$ cat src/design/av_ti_pkg.sv
// Shared types and constants for the audio/video timestamp interleaver.
`timescale 1ns / 1ps

package av_ti_pkg;

  localparam int STAMP_W = 32;
  localparam int LEN_W   = 24;
  localparam int REF_W   = 32;

  localparam int VLIMIT_W = 5;
  localparam int ALIMIT_W = 6;
  localparam int CFG_IDX_W  = 2;
  localparam int CFG_DATA_W = 6;

  localparam logic [VLIMIT_W-1:0] VLIMIT_RESET = 5'd25;
  localparam logic [ALIMIT_W-1:0] ALIMIT_RESET = 6'd44;

  typedef enum logic [1:0] {
    FUNC_PUSH_VIDEO = 2'd0,
    FUNC_PUSH_AUDIO = 2'd1,
    FUNC_POP        = 2'd2,
    FUNC_UNUSED     = 2'd3
  } func_e;

  typedef enum logic [1:0] {
    CHOSEN_NONE  = 2'd0,
    CHOSEN_VIDEO = 2'd1,
    CHOSEN_AUDIO = 2'd2,
    CHOSEN_RSVD  = 2'd3
  } chosen_e;

  typedef enum logic [CFG_IDX_W-1:0] {
    CFG_VIDEO_EN    = 2'd0,
    CFG_AUDIO_EN    = 2'd1,
    CFG_VIDEO_LIMIT = 2'd2,
    CFG_AUDIO_LIMIT = 2'd3
  } cfg_idx_e;

  typedef struct packed {
    logic signed [STAMP_W-1:0] stamp;
    logic [LEN_W-1:0]          len;
    logic [REF_W-1:0]          buf_ref;
  } desc_t;

  // Queue status seen by the head selector.
  typedef struct packed {
    logic nonempty;
    logic over;
    logic can_push;
  } q_stat_t;

endpackage

$ cat src/design/av_ti_select.sv
// Head selection between the video and audio queues.
`timescale 1ns / 1ps

module av_ti_select (
  input  av_ti_pkg::q_stat_t   vstat_i,
  input  av_ti_pkg::q_stat_t   astat_i,
  input  logic signed [31:0]   vstamp_i,
  input  logic signed [31:0]   astamp_i,
  input  logic                 video_en_i,
  input  logic                 audio_en_i,
  output av_ti_pkg::chosen_e   pick_o
);
  import av_ti_pkg::*;

  always_comb begin
    priority if (vstat_i.nonempty && astat_i.nonempty) begin
      // ties go to audio
      pick_o = (vstamp_i < astamp_i) ? CHOSEN_VIDEO : CHOSEN_AUDIO;
    end else if (vstat_i.nonempty && (!audio_en_i || vstat_i.over)) begin
      pick_o = CHOSEN_VIDEO;
    end else if (astat_i.nonempty && (!video_en_i || astat_i.over)) begin
      pick_o = CHOSEN_AUDIO;
    end else begin
      pick_o = CHOSEN_NONE;
    end
  end

endmodule

$ cat config.mk
export PLATFORM = sky130hd
export DESIGN_NAME = av_ti_select
export DESIGN_NICKNAME = d
export VERILOG_FILES = /design/src/design/av_ti_pkg.sv /design/src/design/av_ti_select.sv
export SDC_FILE = /design/constraint.sdc
export NUM_CORES = 1
export LEC_CHECK = 0
export BUFFER_PORTS_ARGS = -buffer_cell sky130_fd_sc_hd__buf_2
export CAP_MARGIN = 40
export CORE_MARGIN = 1.5
export CORE_UTILIZATION = 44
export DETAILED_ROUTE_END_ITERATION = 7
export PLACE_DENSITY = 0.91
export SYNTH_ARGS = -nofsm -noshare
export SYNTH_HDL_FRONTEND = slang
export SYNTH_SLANG_ARGS = --single-unit
$ cat constraint.sdc
create_clock -name vclk -period 4.65
set_input_delay 0.93 -clock vclk [all_inputs]
set_output_delay 0.93 -clock vclk [all_outputs]
set_load 0.1 [all_outputs]
==> results.yml <==
floorplanning:
  fp.dieH_microns: 47.3
  core_area_sq_um: 1780
  effective_utilization_at_floorplan: 0.485
  ioPinCount: 74
  die_w_microns: 47.3
  die-area_sq_um: 2240
  row_count: 15
logic_synthesis:
  synth.avg_cell_area_sq_um: 7.09
  synth_top_area_share: 0.449
  synth_cell_type_count: 25
  ys_seq_area_frac: 0
  post_synth_instance_area_sq_um: 865
  yosys_warnings: 0
  netlist_top_cells_area: "ha_1 (45%), inv_1 (13%), a21oi_1 (7.5%), nand4_1 (3.6%), nand2_1 (3.0%)"
  mappedNetlistNets: 225
  netlist_instances: 122
  yosysTopAreaCell: "ha_1"
timing:
  timing.final.hold_violations: 0
  final.setup.tns_ns: 0
  period_needed_ns: 3.91
  fmax_mhz: 256
  rsz0062_at_grt: "false"
  relSlewSlack: 0.676
  max_slew_violations: 0
  share_of_the_cycle_needed_by_the_critical_path_after_routing: 0.842
  setup_viol_count_final: 0
  timing_worst_slew_pin_value_ns: 0.490
clock_network:
  count_of_cells_resized_by_post_cts_repair: 0
  postCtsSetupRepairBufs: 0
  cts.hold.buffers_added: 0
flow_run:
  cap_violations: 0
power_and_ir_drop:
  internal_power_mw: 0.0538
  power_switching_mw: 0.0609
  report.power.total_mw: 0.115
  swShare: 0.531
  total_leakage_power_nw: 0.821
  pwr-share-clk: 0
  ir_drop_uv: 93.2
  combinationalPowerShare: 1.000
  power.sequential.fraction: 0
  power_per_cell_area_nw_per_um2: 91.2
global_routing:
  grt_pass1_wl_microns: 3390
  grt_pass1_vias: 982
  grt_overflow_total: 0
  use_met3: 0.0115
  layer_with_the_highest_usage: "met2"
  grt_antenna_before_repair: 0
  pin_count_of_the_biggest_net_entering_global_routing: 7
  grt_use_met2: 0.419
  grt_use_met1: 0.213
  overall_global_routing_usage: 0.195
critical_path:
  worst-setup-path-type: "input pin to output port"
  worst_setup_path_start_kind: "input pin"
  worst_ep_required_time_ns: 3.72
  worstPathCellList: "buf_2 -> ha_1 -> a21oi_2 -> nand2_1 -> a221o_1 -> a211o_1 -> a211oi_1 -> a211o_1 -> buf_2"
  critical_path.n_buffers_inverters: 2
  worstSetupEndpointType: "output port"
  critical_path.max_fanout: 4
  crit_path_top_delay_cell: "buf_2"
  critical-path-max-stage-delay_ns: 0.42
  arrival_ns: 2.98
  cp_top_family: "compound AO/OA/AOI/OAI gates"
  worstSetupStartpoint: "vstamp_i[30]"
finish:
  layout-drive-gt1-share: 0.392
  layout_commonest_cell: "buf_2"
  fillers: 171
  diodes: 0
  final_net_count: 299
  final.clkbuf_count: 0
  design.seq.count: 0
  syn2layout_area_growth_pct: 45.3
  layout.cells.most_common_list: "buf_2 (72), inv_1 (31), ha_1 (31)"
  regArea_sq_um: 0
drt:
  drt_drc_violations_left: 0
  vias: 1104
  detail_route.iter0.violations: 2
  drt-pass1-iter-count: 3
  finalWirelength_microns: 2210
  vias_per_cell: 5.04
  detail-route-antenna-nets: 0
  drt-wirelength-per-cell_microns: 10.1
worst_hold_path:
  min_from: "astat_i[2]"
  worst_hold_path_type: "input pin to output port"
place:
  buffer_ports.inserted: 72
  gp_routability_congestion: 0.672
  place.detailed.hpwl_microns: 2100
status:
  outcome: "complete, no violations"
[kinds of logic (layout without fill, tap and decap cells)]
logic type               Yosys count  in the layout  share of synthesized area
adder cells (fa/ha/maj)           31             31                      0.449
AND/OR/NAND/NOR                   31             31                      0.194
AO/OA/AOI/OAI                     29             29                      0.223
buffers and inverters             31            103                      0.135
[cell type report]
cell class / count / area, sq um / share of cell area
repair buffers: 72 / 360 / 0.287
inverters: 31 / 116 / 0.0926
well taps: 25 / 31.3 / 0.0249
multi-input cells: 91 / 748 / 0.596
[final timing paths]
path               endpoint  slack (ns)  cells after the start
hold / removal    pick_o[1]        2.53                      5
setup / recovery  pick_o[0]        0.74                      9
[power groups by stage]
stage                     Clock, mW  Sequential (mW)  Combinational [mW]
after floorplan                   0                0              0.0712
after global placement            0                0               0.109
after detailed placement          0                0               0.115
after CTS                         0                0               0.116
after global routing              0                0               0.131
final                             0                0               0.115
[worst min-delay path: cells and delay by family]
kind            cells  cell delay [ns]
buf+inv             2             0.42
simple gates        2             0.17
compound gates      1             0.07
[Yosys cell counts, types with 2 or more instances]
| cell type | instances |
|---|---|
| a211o_1 | 3 |
| a21o_1 | 2 |
| a21oi_1 | 13 |
| ha_1 | 31 |
| inv_1 | 31 |
| nand2_1 | 7 |
| nand3_1 | 5 |
| nand4_1 | 5 |
| nor2_1 | 4 |
| nor2b_1 | 2 |
| nor3b_1 | 2 |
| o21ai_0 | 4 |
[per-stage QoR]
step / instances / hold slack (ns) / util / setup WS (ns) / instance area [sq um]
2_1_floorplan: 122 / 2.50 / - / 0.144 / 865
3_3_place_gp: 219 / 2.51 / 0.705 / 0.775 / 1260
3_5_place_dp: 219 / 2.51 / 0.705 / 0.724 / 1260
4_1_cts: 219 / 2.52 / 0.705 / 0.711 / 1260
5_1_grt: 219 / 2.58 / 0.705 / 0.620 / 1260
6_report: 219 / 2.53 / 0.705 / 0.737 / 1260
[per-layer routing]
metal,vias to the layer above,part of all wire
met5,-,0
met4,0,0
met3,0,0.071
met2,45,0.51
met1,480,0.42
li1,579,-
(Power assumes the default switching activity.)
